File: src/hdl/pdc_pkg.sv
// ----------------------------------------------------------------------------
// pdc_pkg
// Shared constants, types and helper functions of the PD position controller.
// ----------------------------------------------------------------------------
`default_nettype none

package pdc_pkg;

	localparam int unsigned GAIN_W   = 24;
	localparam int unsigned CFG_W    = 24;
	localparam int unsigned CFG_IDX_W = 3;
	localparam int unsigned HEAD_W   = 19;
	localparam int unsigned VEL_W    = 42;

	localparam logic signed [20:0] PI_Q       = 21'sd205887;
	localparam logic signed [20:0] TWO_PI_Q   = 21'sd411775;
	localparam logic [23:0]        MAX_YAW_RATE = 24'd102944;

	// configuration register indexes
	typedef enum logic [CFG_IDX_W-1:0] {
		CFG_LIN_PROP  = 3'd0,
		CFG_LIN_DIFF  = 3'd1,
		CFG_YAW_PROP  = 3'd2,
		CFG_YAW_DIFF  = 3'd3,
		CFG_ARR_DIST  = 3'd4,
		CFG_ARR_HEAD  = 3'd5,
		CFG_MAX_HORZ  = 3'd6,
		CFG_MAX_VERT  = 3'd7
	} cfg_idx_t;

	// item function codes
	typedef enum logic [1:0] {
		FN_ODOM     = 2'd0,
		FN_GOAL     = 2'd1,
		FN_OVERRIDE = 2'd2,
		FN_TICK     = 2'd3
	} func_t;

	typedef enum logic {
		DS_SQRT = 1'b0,
		DS_DIV  = 1'b1
	} ds_op_t;

	typedef struct packed {
		logic   start;
		ds_op_t op;
	} ds_ctrl_t;

	typedef struct packed {
		logic busy;
		logic done;
	} ds_stat_t;

	typedef enum logic [17:0] {
		ST_IDLE    = 18'b000000000000000001,
		ST_ARR_SQ  = 18'b000000000000000010,
		ST_ARR_ACC = 18'b000000000000000100,
		ST_ARR_THR = 18'b000000000000001000,
		ST_ARR_CMP = 18'b000000000000010000,
		ST_PD_P    = 18'b000000000000100000,
		ST_PD_D    = 18'b000000000001000000,
		ST_PD_SUM  = 18'b000000000010000000,
		ST_HZ_SH   = 18'b000000000100000000,
		ST_HZ_A    = 18'b000000001000000000,
		ST_HZ_B    = 18'b000000010000000000,
		ST_HZ_L    = 18'b000000100000000000,
		ST_HZ_CMP  = 18'b000001000000000000,
		ST_SQRT    = 18'b000010000000000000,
		ST_DIV_MUL = 18'b000100000000000000,
		ST_DIV_ST  = 18'b001000000000000000,
		ST_DIV_RUN = 18'b010000000000000000,
		ST_FIN     = 18'b100000000000000000
	} state_t;

	// heading difference folded once into plus/minus pi
	function automatic logic signed [20:0] wrap_pi(input logic signed [19:0] d);
		logic signed [20:0] w;
		w = 21'(d);
		if (w > PI_Q)
			w = w - TWO_PI_Q;
		else if (w < -PI_Q)
			w = w + TWO_PI_Q;
		return w;
	endfunction

	function automatic logic signed [31:0] sat32(input logic signed [32:0] v);
		logic signed [31:0] r;
		if (v > 33'sh0_7FFF_FFFF)
			r = 32'sh7FFF_FFFF;
		else if (v < -33'sh0_8000_0000)
			r = 32'sh8000_0000;
		else
			r = v[31:0];
		return r;
	endfunction

	function automatic logic signed [31:0] clamp_mag(input logic signed [VEL_W-1:0] v,
			input logic [23:0] lim);
		logic signed [VEL_W-1:0] l;
		logic signed [31:0] r;
		l = VEL_W'(signed'({1'b0, lim}));
		if (v > l)
			r = 32'(l);
		else if (v < -l)
			r = 32'(-l);
		else
			r = v[31:0];
		return r;
	endfunction

endpackage

`default_nettype wire

File: src/hdl/pdc_mul.sv
// ----------------------------------------------------------------------------
// pdc_mul
// Shared signed multiplier with a registered product.
// ----------------------------------------------------------------------------
`default_nettype none

module pdc_mul import pdc_pkg::*; (
	input  wire logic               clk,
	input  wire logic signed [31:0] a,
	input  wire logic signed [33:0] b,
	output logic signed [65:0]      p
);

	always_ff @(posedge clk) begin
		p <= 66'(a) * 66'(b);
	end

endmodule

`default_nettype wire

File: config.mk
export PLATFORM = sky130hd
export DESIGN_NAME = pdc_mul
export DESIGN_NICKNAME = d
export VERILOG_FILES = /design/src/hdl/pdc_pkg.sv /design/src/hdl/pdc_mul.sv
export SDC_FILE = /design/constraint.sdc
export NUM_CORES = 2
export LEC_CHECK = 0
export ABC_AREA = 1
export BUFFER_PORTS_ARGS = -buffer_cell sky130_fd_sc_hd__buf_2
export CAP_MARGIN = 20
export CORE_ASPECT_RATIO = 0.5
export CORE_MARGIN = 5
export CORE_UTILIZATION = 51
export CTS_BUF_LIST = sky130_fd_sc_hd__clkbuf_16
export DETAILED_ROUTE_END_ITERATION = 10
export PLACE_DENSITY = 0.76
export SLEW_MARGIN = 20
export SYNTH_ARGS = -nofsm -noshare
export SYNTH_HDL_FRONTEND = slang
export SYNTH_SLANG_ARGS = --single-unit
File: constraint.sdc
create_clock -name clk -period 22.2 [get_ports clk]
set_input_delay 1.11 -clock clk [delete_from_list [all_inputs] [get_ports clk]]
set_output_delay 1.11 -clock clk [all_outputs]
set_load 0.02 [all_outputs]
== Word-level counts from Yosys, hierarchy flattened ==
Cells that the tools add are included.

* Multipliers: 1

{| class="wikitable"
|+ Operators with widths
! operator !! count
|-
| multiplier 32 x 34 -> 66 bit || 1
|}

* Flip-flop bits (word level): 66
* Bits of input ports: 67
* Output and inout port bits: 66
* Word-level logic and storage cells: 2

== Longest topological paths before layout ==
* Word-level depth: 1
* Depth in mapped cells: 35
* Mapped depth without buffers: 33

== Least setup slack after synthesis ==
Ideal clock, no wire load.

* Path kind: input to register
* From: input port a[7]
* To: register p[59]
* Setup time: 0.113 ns
* Data arrival time: 7.954 ns
* Data required time: 22.087 ns
* Setup slack: 14.133 ns
* Stages: 28
* Buffers on the path: 2
* Path through: clkbuf_1 -> clkbuf_1 -> nand2_1 -> inv_1 -> fa_1 -> inv_1 -> fa_1 -> fa_1 -> inv_1 -> fa_1 -> inv_1 -> fa_1 -> inv_1 -> fa_1 -> inv_1 -> fa_1 -> inv_1 -> fa_1 -> ha_1 -> a21oi_1 -> nor2_1 -> nor2_1 -> nor2_1 -> or2_2 -> nor2_1 -> nand3_1 -> nand2_1 -> nand2_1

* Longest elaborated chain between the ends: 1

{| class="wikitable"
|+ Ends and longest elaborated chain
! element !! RTL line !! RTL
|-
| start, declared || pdc_mul.sv:9 || <nowiki>input wire logic signed [31:0] a,</nowiki>
|-
| multiplier 32 x 34 -> 66 bit || pdc_mul.sv:15 || <nowiki>p <= 66'(a) * 66'(b);</nowiki>
|-
| end signal, assigned || pdc_mul.sv:15 ||
|-
| end, declared || pdc_mul.sv:11 || <nowiki>output logic signed [65:0] p</nowiki>
|}

No other way between the ends.

== Worst setup path after layout ==
* From: input port a[5]
* To: register p[62]

The elaborated chain is that of the path after synthesis.

==> flow_summary.yaml <==
run_status:
  status: "completed"
floorplan:
  die_h_microns: 214
  start_util: 0.517
  die-area_sq_mm: 0.0892
  fp.coreArea_sq_mm: 0.0819
  rows: 74
  die_x_microns: 417
  top_level_ports: 133
global_route:
  grt_pass1_vias: 36171
  grt_pass1_wl_mm: 186
  grt-ovfl-total: 0
  antenna_found_initial: 8
  grt_max_degree: 36
  grt_util_all_layers: 0.264
timing:
  relSlewSlack: 0.333
  slew_violations: 0
  min_period_ns: 8.95
  setup-tns-final_ns: 0
  hold_viol: 0
  setup_violations: 0
  grt_setup_unrepaired: "false"
  fmax_mhz: 112
  tightest_slew_ns: 1.00
  finalCritPeriodShare: 0.403
setup_path:
  crit_arrival_ns: 9.20
  path_class: "in2reg"
  cp_max_fo: 34
  worstPathRequired_ns: 22.45
  worstSetupEndpointType: "flip-flop"
  start_kind: "primary input"
detailed_routing:
  drc: 0
  vias: 32678
  viasPerCell: 5.07
  routed_wl_mm: 113
  wl_per_cell_microns: 17.5
  drt_iter0_drc: 2635
  drtAntennaViolNets: 0
  drt_first_pass_iters: 6
synth:
  synth_edf_count: 0
  synth_nets: 6803
  seq_area_frac_synth: 0.0312
  synthesis.area_sq_mm: 0.0423
  muxShareOfSynthArea: 0
  synth_top_family_by_area: "adder cells"
  avgSynthCellArea_sq_um: 7.83
  yosys_register_bits: 66
  synthCells: 5406
  ys_async_sr_fraction: 0
  synthFlopType: "dfxtp_1"
  synth_fa_ha_area_frac: 0.596
  synth.distinct_cells: 36
  synth-xor-area-share: 0.00662
  synth_compound_area_frac: 0.0134
  yosys.area_share.simple: 0.173
  yosysWarnings: 0
cells_and_area:
  layout_commonest_cell: "inv_1"
  final_layout_size_suffix_gt1_frac: 0.0429
  nFillCells: 7522
  nets: 6728
  top_register: "p"
  area_delta_synth_final_pct: 3.78
  largest_reg_flops: 66
  mostFrequentLayoutCells: "1,804 x inv_1, 1,550 x nand2_1, 1,142 x fa_1, 188 x ha_1, 132 x buf_2"
  top_regs: "p (66)"
clock_tree:
  postCtsHoldBufs: 0
  cts_tree: "done"
  cts-buffers-inserted: 9
  clockRootBuffer: "clkbuf_16"
  path_clk_slew_ns: 0.07
  post-cts-setup-buffers: 0
  cts_num_sinks: 66
  post_cts_resized: 0
  h-tree-depth: 3
  clockBufferDepth: 2
placement:
  port_buffers: 132
  hpwlAfterDp_mm: 95.8
  gp_congestion: 0.953
hold_path:
  hp-class: "in2reg"
run:
  maxCapViolCount: 0
==> per-layer routing <==
metal | global-route usage | vias to the layer above | part of all wire
met2 | 0.455 | 1400 | 0.48
li1 | - | 14515 | -
met1 | 0.344 | 16496 | 0.40
met5 | 0 | - | 0
met3 | 0.0429 | 267 | 0.086
met4 | 0.0928 | 0 | 0.039
==> through the flow <==
step                instances  utilization  hold WS, ns  worst slack [ns]  instance area [sq um]
floorplan                5406            -         1.21             14.13                  42300
global placement         6422        0.532         1.53             13.13                  43600
detailed placement       6422        0.532         1.53             12.97                  43600
global route             6443        0.536         1.34             12.68                  43900
finish                   6443        0.536         1.33             13.25                  43900
CTS                      6438        0.536         1.32             13.32                  43900
==> cells by family after synthesis <==
logic type / after synthesis
AOI/OAI and AO/OA: 104
xor gates and xnor gates: 32
adders and majority gates: 1330
buffers and inverters: 2035
DFF: 66
and+or+nand+nor: 1839
==> worst max-delay path: stages <==
cell and delay (ns):
buf_2 0.65, nand2_1 0.19, inv_1 0.19, fa_1 0.45, inv_1 0.21, fa_1 0.58, fa_1 0.59, inv_1 0.07
fa_1 1.03, inv_1 0.36, fa_1 0.57, inv_1 0.05, fa_1 0.52, inv_1 0.05, fa_1 0.47, inv_1 0.06
fa_1 0.45, ha_1 0.44, nand2_1 0.14, nor2_1 0.21, nand2_1 0.17, nor4_1 0.35, nand2_1 0.12, nand3_1 0.09
nand2_1 0.06
==> Yosys cell counts (3+ instances only) <==
cell	n	area share
nor2_4	4	0.0011
nor3_2	3	0.00071
nand4_1	21	0.0031
a21oi_1	62	0.0073
buf_1	6	0.00053
dfxtp_1	66	0.031
or2_2	14	0.0021
nor4_1	7	0.0010
xor2_1	31	0.0064
clkbuf_1	223	0.020
nand2_2	19	0.0028
nor2_2	16	0.0024
o21bai_1	13	0.0023
nor3_1	6	0.00071
nor2_1	119	0.011
nand3_2	5	0.0012
nand3_1	66	0.0078
ha_1	188	0.056
inv_1	1804	0.16
o21ai_0	23	0.0027
fa_1	1142	0.54
nand2_1	1550	0.14
==> final timing paths <==
path / start / cells past startpoint / endpoint
max: a[5] / 25 / p[62]$_DFF_P_
min: a[0] / 4 / p[0]$_DFF_P_
==> layout make-up <==
cell class	instances	area [sq um]	share of cell area
flip-flops and latches	66	1320	0.0301
clock buffers	9	225	0.00513
well taps	1102	1380	0.0314
clock inverters	7	100	0.00228
multi-input cells	3305	33400	0.760
repair buffers	143	743	0.0169
diodes	5	12.5	0.000285
inverters	1806	6780	0.154
Power is left out: the tool's default activity adds up to more than one toggle a clock period on the data nets, which glitch-free logic cannot reach.
