--- src/hdl/pdc_pkg.sv ---
// ----------------------------------------------------------------------------
// pdc_pkg
// Shared constants, types and helper functions of the PD position controller.
// ----------------------------------------------------------------------------
`default_nettype none

package pdc_pkg;

	localparam int unsigned GAIN_W   = 24;
	localparam int unsigned CFG_W    = 24;
	localparam int unsigned CFG_IDX_W = 3;
	localparam int unsigned HEAD_W   = 19;
	localparam int unsigned VEL_W    = 42;

	localparam logic signed [20:0] PI_Q       = 21'sd205887;
	localparam logic signed [20:0] TWO_PI_Q   = 21'sd411775;
	localparam logic [23:0]        MAX_YAW_RATE = 24'd102944;

	// configuration register indexes
	typedef enum logic [CFG_IDX_W-1:0] {
		CFG_LIN_PROP  = 3'd0,
		CFG_LIN_DIFF  = 3'd1,
		CFG_YAW_PROP  = 3'd2,
		CFG_YAW_DIFF  = 3'd3,
		CFG_ARR_DIST  = 3'd4,
		CFG_ARR_HEAD  = 3'd5,
		CFG_MAX_HORZ  = 3'd6,
		CFG_MAX_VERT  = 3'd7
	} cfg_idx_t;

	// item function codes
	typedef enum logic [1:0] {
		FN_ODOM     = 2'd0,
		FN_GOAL     = 2'd1,
		FN_OVERRIDE = 2'd2,
		FN_TICK     = 2'd3
	} func_t;

	typedef enum logic {
		DS_SQRT = 1'b0,
		DS_DIV  = 1'b1
	} ds_op_t;

	typedef struct packed {
		logic   start;
		ds_op_t op;
	} ds_ctrl_t;

	typedef struct packed {
		logic busy;
		logic done;
	} ds_stat_t;

	typedef enum logic [17:0] {
		ST_IDLE    = 18'b000000000000000001,
		ST_ARR_SQ  = 18'b000000000000000010,
		ST_ARR_ACC = 18'b000000000000000100,
		ST_ARR_THR = 18'b000000000000001000,
		ST_ARR_CMP = 18'b000000000000010000,
		ST_PD_P    = 18'b000000000000100000,
		ST_PD_D    = 18'b000000000001000000,
		ST_PD_SUM  = 18'b000000000010000000,
		ST_HZ_SH   = 18'b000000000100000000,
		ST_HZ_A    = 18'b000000001000000000,
		ST_HZ_B    = 18'b000000010000000000,
		ST_HZ_L    = 18'b000000100000000000,
		ST_HZ_CMP  = 18'b000001000000000000,
		ST_SQRT    = 18'b000010000000000000,
		ST_DIV_MUL = 18'b000100000000000000,
		ST_DIV_ST  = 18'b001000000000000000,
		ST_DIV_RUN = 18'b010000000000000000,
		ST_FIN     = 18'b100000000000000000
	} state_t;

	// heading difference folded once into plus/minus pi
	function automatic logic signed [20:0] wrap_pi(input logic signed [19:0] d);
		logic signed [20:0] w;
		w = 21'(d);
		if (w > PI_Q)
			w = w - TWO_PI_Q;
		else if (w < -PI_Q)
			w = w + TWO_PI_Q;
		return w;
	endfunction

	function automatic logic signed [31:0] sat32(input logic signed [32:0] v);
		logic signed [31:0] r;
		if (v > 33'sh0_7FFF_FFFF)
			r = 32'sh7FFF_FFFF;
		else if (v < -33'sh0_8000_0000)
			r = 32'sh8000_0000;
		else
			r = v[31:0];
		return r;
	endfunction

	function automatic logic signed [31:0] clamp_mag(input logic signed [VEL_W-1:0] v,
			input logic [23:0] lim);
		logic signed [VEL_W-1:0] l;
		logic signed [31:0] r;
		l = VEL_W'(signed'({1'b0, lim}));
		if (v > l)
			r = 32'(l);
		else if (v < -l)
			r = 32'(-l);
		else
			r = v[31:0];
		return r;
	endfunction

endpackage

`default_nettype wire

--- src/hdl/pdc_divsqrt.sv ---
// ----------------------------------------------------------------------------
// pdc_divsqrt
// Radix-2 iterative unit: integer square root or unsigned divide, one
// digit per cycle on a shared subtractor.
// ----------------------------------------------------------------------------
`default_nettype none

module pdc_divsqrt import pdc_pkg::*; (
	input  wire logic        clk,
	input  wire logic        arst_n,
	input  wire ds_ctrl_t    ctrl,
	input  wire logic [63:0] x,
	input  wire logic [31:0] d,
	output ds_stat_t         stat,
	output logic [63:0]      res
);

	logic        busy_q;
	logic        done_q;
	logic [5:0]  cnt_q;
	ds_op_t      op_q;
	logic [63:0] x_q;
	logic [31:0] d_q;
	logic [34:0] rem_q;
	logic [63:0] res_q;

	logic [34:0] rem_in;
	logic [34:0] trial;
	logic        ge;

	always_comb begin
		if (op_q == DS_SQRT) begin
			rem_in = {rem_q[32:0], x_q[63:62]};
			trial  = {res_q[32:0], 2'b01};
		end else begin
			rem_in = {rem_q[33:0], x_q[63]};
			trial  = {3'b000, d_q};
		end
		ge = rem_in >= trial;
	end

	always_ff @(posedge clk or negedge arst_n) begin
		if (!arst_n) begin
			busy_q <= 1'b0;
			done_q <= 1'b0;
			cnt_q  <= '0;
		end else if (ctrl.start) begin
			busy_q <= 1'b1;
			done_q <= 1'b0;
			cnt_q  <= (ctrl.op == DS_SQRT) ? 6'd31 : 6'd63;
		end else if (busy_q) begin
			if (cnt_q == '0) begin
				busy_q <= 1'b0;
				done_q <= 1'b1;
			end
			cnt_q <= cnt_q - 6'd1;
		end else begin
			done_q <= 1'b0;
		end
	end

	always_ff @(posedge clk) begin
		if (ctrl.start) begin
			op_q  <= ctrl.op;
			x_q   <= x;
			d_q   <= d;
			rem_q <= '0;
			res_q <= '0;
		end else if (busy_q) begin
			rem_q <= ge ? (rem_in - trial) : rem_in;
			res_q <= {res_q[62:0], ge};
			x_q   <= (op_q == DS_SQRT) ? {x_q[61:0], 2'b00} : {x_q[62:0], 1'b0};
		end
	end

	assign stat.busy = busy_q;
	assign stat.done = done_q;
	assign res       = res_q;

endmodule

`default_nettype wire

--- config.mk ---
export PLATFORM = sky130hd
export DESIGN_NAME = pdc_divsqrt
export DESIGN_NICKNAME = d
export VERILOG_FILES = /design/src/hdl/pdc_pkg.sv /design/src/hdl/pdc_divsqrt.sv
export SDC_FILE = /design/constraint.sdc
export NUM_CORES = 1
export LEC_CHECK = 0
export BUFFER_PORTS_ARGS = -buffer_cell sky130_fd_sc_hd__clkbuf_2
export CORE_ASPECT_RATIO = 0.6
export CORE_MARGIN = 3
export CORE_UTILIZATION = 58
export CTS_CLUSTER_DIAMETER = 40
export DETAILED_ROUTE_END_ITERATION = 10
export PLACE_DENSITY = 0.81
export SLEW_MARGIN = 25
export SYNTH_ARGS = -nofsm -noshare
export SYNTH_HDL_FRONTEND = slang
export SYNTH_SLANG_ARGS = --single-unit
--- constraint.sdc ---
create_clock -name clk -period 5.9 [get_ports clk]
set_input_delay 0.295 -clock clk [delete_from_list [all_inputs] [get_ports clk]]
set_output_delay 0.295 -clock clk [all_outputs]
set_load 0.01 [all_outputs]
-- Yosys cells after proc, flatten, opt, wreduce, memory -nomap -nowiden
Index checks and enable logic that the tools add are counted.
W data, S select, Z words.
- register bits after elaboration: 203
- word-level logic and storage cells: 29
- reduce and logical (&&, ||, !) cells: 2
- add/sub/neg operators: 2
- muxes and demuxes: 15
- equal/unequal tests: 1
- $lt $le $gt $ge: 1
- operators with widths (cell ; count):
    $mux W64 ; 3
    $mux W35 ; 2
    $ge A35 B35 Y1 ; 1
    $mux W34 ; 1
    $sub A34 B34 Y34 ; 1
    $mux W6 ; 3
    $logic_not A6 Y1 ; 1
    $mux W1 ; 6
    $sub A6 B1 Y6 const B ; 1
    $ne A3 B2 Y1 const B ; 1
    $reduce_bool A2 Y1 ; 1

-- Depth between registers and ports, before layout
Gate-level depths: netlist of run 1.
- word-level depth: 4
- mapped depth: 17

-- Least setup slack after synthesis of run 1
No wires, ideal clock.
- path type: register to register
- start: register op_q
- end: register rem_q[33]
- stages on the path, launching flop included: 15
- required time: 5.780 ns
- data arrival time: 4.087 ns
- slack: 1.693 ns
- library setup time: 0.120 ns
- period minus slack after synthesis: 4.207 ns
- cell sequence: edfxtp_1 -> clkbuf_1 -> buf_2 -> clkbuf_1 -> buf_1 -> mux2i_1 -> ha_1 -> a21o_4 -> a221o_1 -> a32oi_1 -> a31oi_1 -> a221o_1 -> a221oi_2 -> mux2i_1 -> a211o_1
- longest elaborated chain between the ends: 3
- elaborated cells on any way between the ends: 5
- those cells by class: add/sub: 1; order compare: 1; mux: 3
- ends and longest elaborated chain (what ; RTL line ; text):
    start: declaration ; pdc_divsqrt.sv:21 ; ds_op_t op_q;
    start signal: assignment ; pdc_divsqrt.sv:64 ; op_q <= ctrl.op;
    $mux W35 ; pdc_divsqrt.sv:32 ; if (op_q == DS_SQRT) begin
    $sub A34 B34 Y34 / $ge A35 B35 Y1 (equally long branches) ; pdc_divsqrt.sv:70, pdc_divsqrt.sv:39 ;
    $mux W34 * ; pdc_divsqrt.sv:70 ; rem_q <= ge ? (rem_in - trial) : rem_in;
    end signal: assignment ; pdc_divsqrt.sv:70 ;
    end: declaration ; pdc_divsqrt.sv:24 ; logic [34:0] rem_q;
Every way passes the cells marked *; elsewhere a longest branch is shown, timed or not.
A chain may end at the register's enable or synchronous reset.

-- Final worst setup path of run 1
- start: register op_q
- end: register rem_q[4]
The elaborated chain is that of the path after synthesis.

==> results.yml, run 1 <==
run_status:
  status: "finished clean"
routing:
  highest_layer: "met4"
  vias: 8765
  route.met3.wl_mm: 2.09
  wl_met2_mm: 11.3
  wirelength_mm: 26.6
  antenna_left: 0
  drtIter0Drc: 883
  drc_errors: 0
  drt-pass1-iter-count: 5
  wl_met1_mm: 12.8
  wl_per_cell_um: 17.7
  vias_per_cell: 5.85
timing:
  worst_slack_ns: 1.23
  post-route-min-period_ns: 4.67
  hold_violations: 0
  slew_viol_final: 0
  rsz0062_at_grt: "no"
  setup_viol: 0
  fin_crit_sh_pct: 79.2
  worst_pin_slew_ns: 0.925
  slew_headroom_pct: 38.4
  finClkSkew_ns: 0.0130
  fin_tns_setup_ns: 0
  max_freq_ghz: 0.214
global_route:
  grt_max_degree: 192
  antenna_found_initial: 1
  first_global_vias: 8197
  grt_usage_pct: 25.2
  overflow: 0
  grt_pass1_wl_mm: 42.8
critical_path:
  crit_type: "register to register"
  r2r_cells: 12
  worstPathArrival_ns: 5.01
  regToRegSetupSlack_ns: 1.23
  max_stage_delay_ns: 0.76
  r2r_start: "op_q"
  path_max_fanout: 54
  timing.rr.end: "rem_q[4]"
  startpoint_type: "register"
  cpMaxStageDelayCell: "edfxtp_1"
  required_ns: 6.24
  endpoint: "rem_q[4]"
  crit_start: "op_q"
  crit_path_end_kind: "register"
  crit_chain: "buf_12, mux2_2, ha_1, nand2_1, o21bai_1, a21o_1, a32o_1, a31o_2, o211ai_4, buf_4, mux2i_1, a211oi_1"
synth:
  ys_seq_area_share_pct: 46.2
  synthDistinctLibCells: 57
  synth_flop_cell: "dfxtp_1"
  synth.avg_cell_area_um2: 10.1
  synth_fp_nets: 1223
  synthArstFlopShare_pct: 3.94
  synth_edf_count: 97
  synth_seq_cells: 203
  synth_area_mm2: 0.0110
  netlist_instances: 1085
  ys.warnings.count: 0
layout:
  final_core_util_pct: 70.6
  fin_area_mm2: 0.0129
  fillers: 1317
  regArea_mm2: 0.00508
  areaGrowthSynthToFinish_pct: 17.7
  drive_gt1_share_pct: 20.0
  antenna_cells: 0
  fin_nets: 1381
  multiInputGateArea_mm2: 0.00557
hold_path:
  hold_start: "ctrl[0]"
  worstHoldPathType: "primary input to register"
power:
  vdd_drop_max_mv: 0.260
  power.density_mw_per_mm2: 397
  leakage_nw: 6.12
floorplanning:
  io_pins: 166
  die_h_um: 113
  rows: 38
  start_util_pct: 60.0
  die-area_mm2: 0.0207
  core-area_mm2: 0.0183
  die_w_um: 184
clock_tree:
  clock_path_buffers: 3
  cts_setup_buffers: 0
  htreeDepth: 1
  clock_latency_ns: 0.51
  ctsRootBufferMaster: "clkbuf_16"
  cts_tree: "yes"
  path_clk_slew_ns: 0.06
  cts_num_sinks: 203
  cts_buffers: 21
place:
  dp_slack_ns: 1.33
  place_area_mm2: 0.0119
  port_buffers: 165
  gp_congestion: 0.939
  dpl.hpwl_mm: 18.2
job:
  maxCapViolCount: 0
[layout make-up]
type | instances | area share [%]
multi-input cells | 795 | 43.1
flip-flops and latches | 203 | 39.3
repair buffers | 206 | 9.65
clock buffers | 27 | 4.47
well taps | 240 | 2.32
clock inverters | 11 | 0.735
inverters | 16 | 0.464
[worst min path at each step]
stage                     endpoint  slack (ns)  cells after the start
after global routing          op_q      0.0008                      1
after global placement    cnt_q[0]        0.15                      1
final                         op_q       0.008                      1
after floorplan             busy_q     -0.0006                      0
after CTS                     op_q       0.003                      1
after detailed placement  cnt_q[1]        0.15                      1
[synthesized netlist by cell type (all sizes together) (5+ instances only)]
master	number	share of area, %
nor2b	7	0.40
inv	16	0.55
nand2	116	4.0
nor2	105	3.6
buf	17	0.75
o21ai	97	4.4
a211oi	22	1.5
nand4	9	0.51
clkbuf	54	1.8
edfxtp	97	27
xor2	10	0.80
dfrtp	8	1.8
and3	5	0.28
nand3	10	0.46
a21o	18	1.3
ha	37	4.2
o211ai	9	0.66
dfxtp	98	18
o21a	13	0.89
and2	5	0.28
mux2i	181	16
a31oi	6	0.34
xnor2	20	1.6
nor3	8	0.36
nand2b	13	0.74
a21oi	38	1.8
mux2	34	3.5
[routing by layer]
layer | GRT usage (%) | up-vias
met3 | 4.66 | 36
met5 | 0 | -
met2 | 37.1 | 336
met4 | 4.46 | 0
li1 | - | 4252
met1 | 39.4 | 4141
[state kept, by name, summed over array words and instances, names as in the netlist]
name and count:
res 64, op_q 1, busy_q 1, x_q 64, cnt_q 6, d_q 32, done_q 1, rem_q 34
[kinds of logic (layout without fill, tap and decap cells)]
logic type,count (synthesis),count (layout),synth area share (%)
compound gates,226,226,12.7
fa+ha+maj,38,38,4.40
simple gates,286,286,11.1
buf+inv,87,260,3.14
mux,215,215,20.0
flops,203,203,46.2
xor+xnor,30,30,2.39
[critical path, delay by kind of cell (launching register included)]
family | cells | cell delay [ns]
buffers and inverters | 2 | 0.88
and+or+nand+nor | 1 | 0.13
adders and majority gates | 1 | 0.39
DFF | 1 | 0.76
muxes | 2 | 0.68
AOI/OAI and AO/OA | 6 | 1.60
[per-stage QoR]
step	cells	total power (W)	hold slack [ns]
finish	1498	0.00513	0.00826
global route	1498	0.00540	0.000845
CTS	1498	0.00509	0.00267
detailed placement	1427	0.00376	0.154
global placement	1427	0.00368	0.152
floorplan	1085	0.00331	-0.000591
[power by group]
| group | internal [W] | switching [W] |
|---|---|---|
| sequential | 0.00165 | 0.000101 |
| combinational | 0.000897 | 0.00118 |
| clock | 0.000744 | 0.000562 |
| total | 0.00329 | 0.00184 |
[layout by cell type (no fill, tap or decap), types with 33 or more instances in the layout]
cell | Yosys | routed
o21ai_0 | 94 | 94
nand2_1 | 116 | 116
edfxtp_1 | 97 | 97
clkbuf_2 | 0 | 164
dlygate4sd3_1 | 0 | 33
mux2_2 | 34 | 34
mux2i_1 | 181 | 181
dfxtp_1 | 98 | 98
nor2_1 | 105 | 105
ha_1 | 37 | 37
a21oi_1 | 37 | 37
[repair_timing]
item                                    in CTS  in global routing
gates resized for setup                      0                  0
endpoints found under the setup margin       0                  0
hold endpoints to repair                    40                  0
hold buffers                                33                  0
Power figures use the tool's default switching activity.
==> inputs of run 2 (changes only) <==
Clock period 5.9 ns to 4.79 ns, I/O delays scaled along.
==> results.yml, run 2 (synthesis gave the netlist of run 1 again) <==
layout:
  drive_gt1_share_pct: 20.3
  fin_area_mm2: 0.0133
  areaGrowthSynthToFinish_pct: 20.7
  layout_common_cells: "mux2i_1 (181), clkbuf_2 (164), nand2_1 (116)"
  layout_commonest_cell: "mux2i_1"
  antenna_cells: 0
  fin_nets: 1403
  layout.cells.non_filler: 1522
timing:
  hold_violations: 0
  slew_viol_final: 0
  fin_crit_sh_pct: 85.8
  fin_tns_setup_ns: 0
  slew_headroom_pct: 34.2
  finClkSkew_ns: 0.0123
  rsz0062_at_grt: "no"
  worst_pin_slew_ns: 0.987
  post-route-min-period_ns: 4.11
  setup_viol: 0
  max_freq_ghz: 0.243
place:
  port_buffers: 165
  gp_congestion: 0.956
  place_area_mm2: 0.0120
  dpl.hpwl_mm: 18.5
  dp_cells: 1429
critical_path:
  crit_chain: "buf_12, mux2_2, ha_1, a21o_1, a21o_1, a21oi_1, nor2_1, o22ai_1, o211ai_4, buf_12, nor2b_1, a31oi_1, a211oi_1"
  worstPathArrival_ns: 4.52
  crit_start: "op_q"
  cpMaxStageDelayCell: "edfxtp_1"
  crit_path_end_kind: "register"
  path_max_fanout: 55
  max_stage_delay_ns: 0.59
  cp_num_cells: 13
  r2r_cells: 13
  r2r_start: "op_q"
  timing.rr.end: "rem_q[9]"
  regToRegSetupSlack_ns: 0.68
  cp_top_family: "compound AO/OA/AOI/OAI gates"
  required_ns: 5.20
  startpoint_type: "register"
  critical_path_buf_inv_count: 2
  endpoint: "rem_q[9]"
  crit_type: "register to register"
routing:
  vias_per_cell: 5.67
  wl_per_cell_um: 17.8
  drtIter0Drc: 815
  antenna_left: 0
  drt-pass1-iter-count: 5
  wirelength_mm: 27.0
  drc_errors: 0
  vias: 8623
power:
  leakage_nw: 6.26
  power.density_mw_per_mm2: 493
  p_total_w: 0.00654
  vdd_drop_max_mv: 0.319
global_route:
  antenna_found_initial: 0
  grt_max_degree: 223
  grt_usage_pct: 26.0
  overflow: 0
  grt_pass1_wl_mm: 43.9
  first_global_vias: 8357
clock_tree:
  clock_path_buffers: 3
  path_clk_slew_ns: 0.06
  ctsRootBufferMaster: "clkbuf_16"
  clock_latency_ns: 0.52
  cts_tree: "yes"
  cts_buffers: 23
  cts_num_sinks: 203
  htreeDepth: 1
job:
  maxCapViolCount: 0
run_status:
  status: "finished clean"
floorplanning:
  core-area_mm2: 0.0183
  rows: 38
  die_h_um: 113
  start_util_pct: 60.0
  die_w_um: 184
  io_pins: 166
  die-area_mm2: 0.0207
hold_path:
  worstHoldPathType: "primary input to register"
run 2: cell count changes in the layout (fill, tap and decap cells not counted), sizes merged:
cell and delta:
buf +2, clkbuf +3, dlygate4sd3 +18, clkinvlp +1, clkinv -1, inv +2, bufinv -1
run 2: what timing repair did:
action | 4_1_cts | 5_1_grt
hold endpoints to repair | 59 | 0
setup buffers | 0 | 0
hold buffers | 51 | 0
resized for setup | 0 | 0
run 2: layout make-up:
type / count / area [µm²]
fillers: 1294 / 5040
inverters: 16 / 60.1
well taps: 240 / 300
repair buffers: 226 / 1470
flip-flops and latches: 203 / 5080
clock buffers: 30 / 674
multi-input cells: 795 / 5580
clock inverters: 12 / 105
run 2: worst min-delay path, delay by kind of cell:
kind | cells | cell delay, ns
AND/OR/NAND/NOR | 1 | 0.04
AO/OA/AOI/OAI | 1 | 0.06
buffers and inverters | 1 | 0.08
run 2: worst min-delay path by stage:
stage,from,to,slack [ns],depth (start not counted)
final,x[17],x_q[17],0.01,3
after global routing,x[54],x_q[54],0.01,3
after CTS,x[57],x_q[57],0.0004,3
after detailed placement,arst_n,cnt_q[1],0.10,1
after global placement,arst_n,cnt_q[0],0.1,1
after floorplan,arst_n,busy_q,-0.06,0
run 2: per-stage QoR:
stage | hold WS (ns) | util, % | worst slack [ns]
after global routing | 0.00995 | 72.4 | 0.412
after detailed placement | 0.100 | 65.4 | 0.797
final | 0.0126 | 72.4 | 0.682
after floorplan | -0.0561 | - | 0.583
after global placement | 0.0981 | 65.4 | 0.852
after CTS | 0.000425 | 72.4 | 0.747
run 2: metal layers:
| metal | wire length (µm) | part of all wire, % | vias to the layer above | GRT usage (%) |
|---|---|---|---|---|
| met5 | 0 | 0 | - | 0 |
| met1 | 13200 | 49 | 3994 | 40.5 |
| met2 | 11400 | 42 | 319 | 38.0 |
| li1 | - | - | 4287 | - |
| met4 | 267 | 0.99 | 0 | 3.45 |
| met3 | 2130 | 7.9 | 23 | 5.63 |
run 2: power by group:
part / internal [W] / total, W / switching [W]
logic: 0.00115 / 0.00262 / 0.00147
registers: 0.00203 / 0.00215 / 0.000125
clock network: 0.00102 / 0.00176 / 0.000747
==> inputs of run 3 (changes only) <==
Clock period 4.79 ns to 4.7 ns, I/O delays scaled along.
==> results.yml, run 3 (synthesis gave the netlist of run 1 again) <==
run_status:
  status: "finished clean"
timing:
  fin_crit_sh_pct: 86.5
  slew_viol_final: 0
  max_freq_ghz: 0.246
  setup_viol: 0
  slew_headroom_pct: 36.4
  hold_violations: 0
  fin_tns_setup_ns: 0
  worst_pin_slew_ns: 0.954
  post-route-min-period_ns: 4.07
  rsz0062_at_grt: "no"
  finClkSkew_ns: 0.0189
routing:
  vias_per_cell: 5.77
  drt-pass1-iter-count: 5
  antenna_left: 0
  wl_per_cell_um: 18.0
  drc_errors: 0
  vias: 8826
  drtIter0Drc: 753
  wirelength_mm: 27.6
critical_path:
  critical_path_buf_inv_count: 3
  r2r_cells: 14
  timing.rr.end: "rem_q[1]"
  crit_chain: "buf_12, buf_4, mux2_2, ha_1, o21a_1, o21bai_1, a21o_1, a32o_1, a31o_2, o211ai_4, buf_4, mux2i_1, mux2i_1, nor2_1"
  required_ns: 5.15
  worstPathArrival_ns: 4.51
  regToRegSetupSlack_ns: 0.63
  crit_start: "op_q"
  cp_num_cells: 14
  cp_top_family: "compound AO/OA/AOI/OAI gates"
  crit_path_end_kind: "register"
  cpMaxStageDelayCell: "edfxtp_1"
  r2r_start: "op_q"
  crit_type: "register to register"
  endpoint: "rem_q[1]"
  max_stage_delay_ns: 0.59
  path_max_fanout: 37
  startpoint_type: "register"
place:
  port_buffers: 165
  place_area_mm2: 0.0120
  dp_cells: 1435
  gp_congestion: 0.946
  dpl.hpwl_mm: 18.7
clock_tree:
  cts_buffers: 23
  clock_path_buffers: 3
  path_clk_slew_ns: 0.07
  ctsRootBufferMaster: "clkbuf_16"
  cts_tree: "yes"
  clock_latency_ns: 0.52
  cts_num_sinks: 203
  ctsResizeCount: 0
  htreeDepth: 1
floorplanning:
  core-area_mm2: 0.0183
  die-area_mm2: 0.0207
  die_w_um: 184
  io_pins: 166
  start_util_pct: 60.0
  rows: 38
  die_h_um: 113
hold_path:
  worstHoldPathType: "primary input to register"
  hold_start: "x[18]"
layout:
  layout_commonest_cell: "mux2i_1"
  layout.cells.non_filler: 1530
  antenna_cells: 0
  layout_common_cells: "mux2i_1 (181), clkbuf_2 (164), nand2_1 (116)"
  drive_gt1_share_pct: 20.4
  areaGrowthSynthToFinish_pct: 21.1
  fin_area_mm2: 0.0133
  final_core_util_pct: 72.7
  fillers: 1293
  fin_nets: 1411
job:
  maxCapViolCount: 0
global_route:
  first_global_vias: 8357
  grt_pass1_wl_mm: 44.0
  overflow: 0
  grt_usage_pct: 26.0
  antenna_found_initial: 0
  grt_max_degree: 202
power:
  power.density_mw_per_mm2: 505
  vdd_drop_max_mv: 0.306
  leakage_nw: 6.28
-- run 3: cell types whose count changed in the layout (fill, tap and decap cells not counted), sizes merged --
cell	before	now
clkinv	6	7
inv	21	20
buf	11	17
dlygate4sd3	51	53
bufinv	0	2
clkinvlp	1	3
clkbuf	194	190
-- run 3: worst min-delay path by stage --
stage                     to  slack [ns]  cells past startpoint
CTS                   x_q[5]      0.0001                      3
global placement    cnt_q[0]        0.09                      1
global route         x_q[25]       0.001                      3
detailed placement  cnt_q[0]        0.09                      1
floorplan             busy_q       -0.06                      0
finish               x_q[18]       0.009                      3
-- run 3: worst reg2reg max path, stage by stage, from the launching register on --
cell and delay [ns]:
edfxtp_1 0.59, buf_12 0.30, buf_4 0.30, mux2_2 0.38
ha_1 0.44, o21a_1 0.17, o21bai_1 0.08, a21o_1 0.19
a32o_1 0.25, a31o_2 0.26, o211ai_4 0.21, buf_4 0.33
mux2i_1 0.26, mux2i_1 0.11, nor2_1 0.13
-- run 3: what timing repair did --
action                    4_1_cts  5_1_grt
hold buffers                   53        0
hold endpoints to repair       61        0
buffers inserted                0        0
-- run 3: final cells by class --
class / instances / area [µm²] / share of cell area, %
Timing Repair Buffer: 234 / 1510 / 11.3
Clock inverter: 16 / 176 / 1.33
Inverter: 16 / 60.1 / 0.451
Tap cell: 240 / 300 / 2.26
Multi-Input combinational cell: 795 / 5570 / 41.9
Clock buffer: 26 / 608 / 4.57
Sequential cell: 203 / 5080 / 38.2
-- run 3: per-stage QoR --
| step | hold slack (ns) | power (W) | worst slack, ns |
|---|---|---|---|
| after detailed placement | 0.0934 | 0.00477 | 0.692 |
| after CTS | 0.000141 | 0.00666 | 0.674 |
| after global routing | 0.00110 | 0.00708 | 0.394 |
| after global placement | 0.0918 | 0.00470 | 0.879 |
| after floorplan | -0.0606 | 0.00415 | 0.493 |
| final | 0.00882 | 0.00672 | 0.632 |
-- run 3: report_power, final --
group	switching (W)	total [W]	leakage [nW]	internal [W]
Clock	0.000772	0.00184	0.374	0.00107
Combinational	0.00152	0.00269	4.00	0.00117
Sequential	0.000133	0.00220	1.91	0.00207
Total	0.00242	0.00672	6.28	0.00430
-- run 3: routing by layer --
layer | routed length, µm | part of all wire (%) | GRT usage (%)
met5 | 0 | 0 | 0
met4 | 523 | 1.9 | 5.58
met3 | 2260 | 8.2 | 6.57
met2 | 11800 | 43 | 38.6
met1 | 13000 | 47 | 38.8
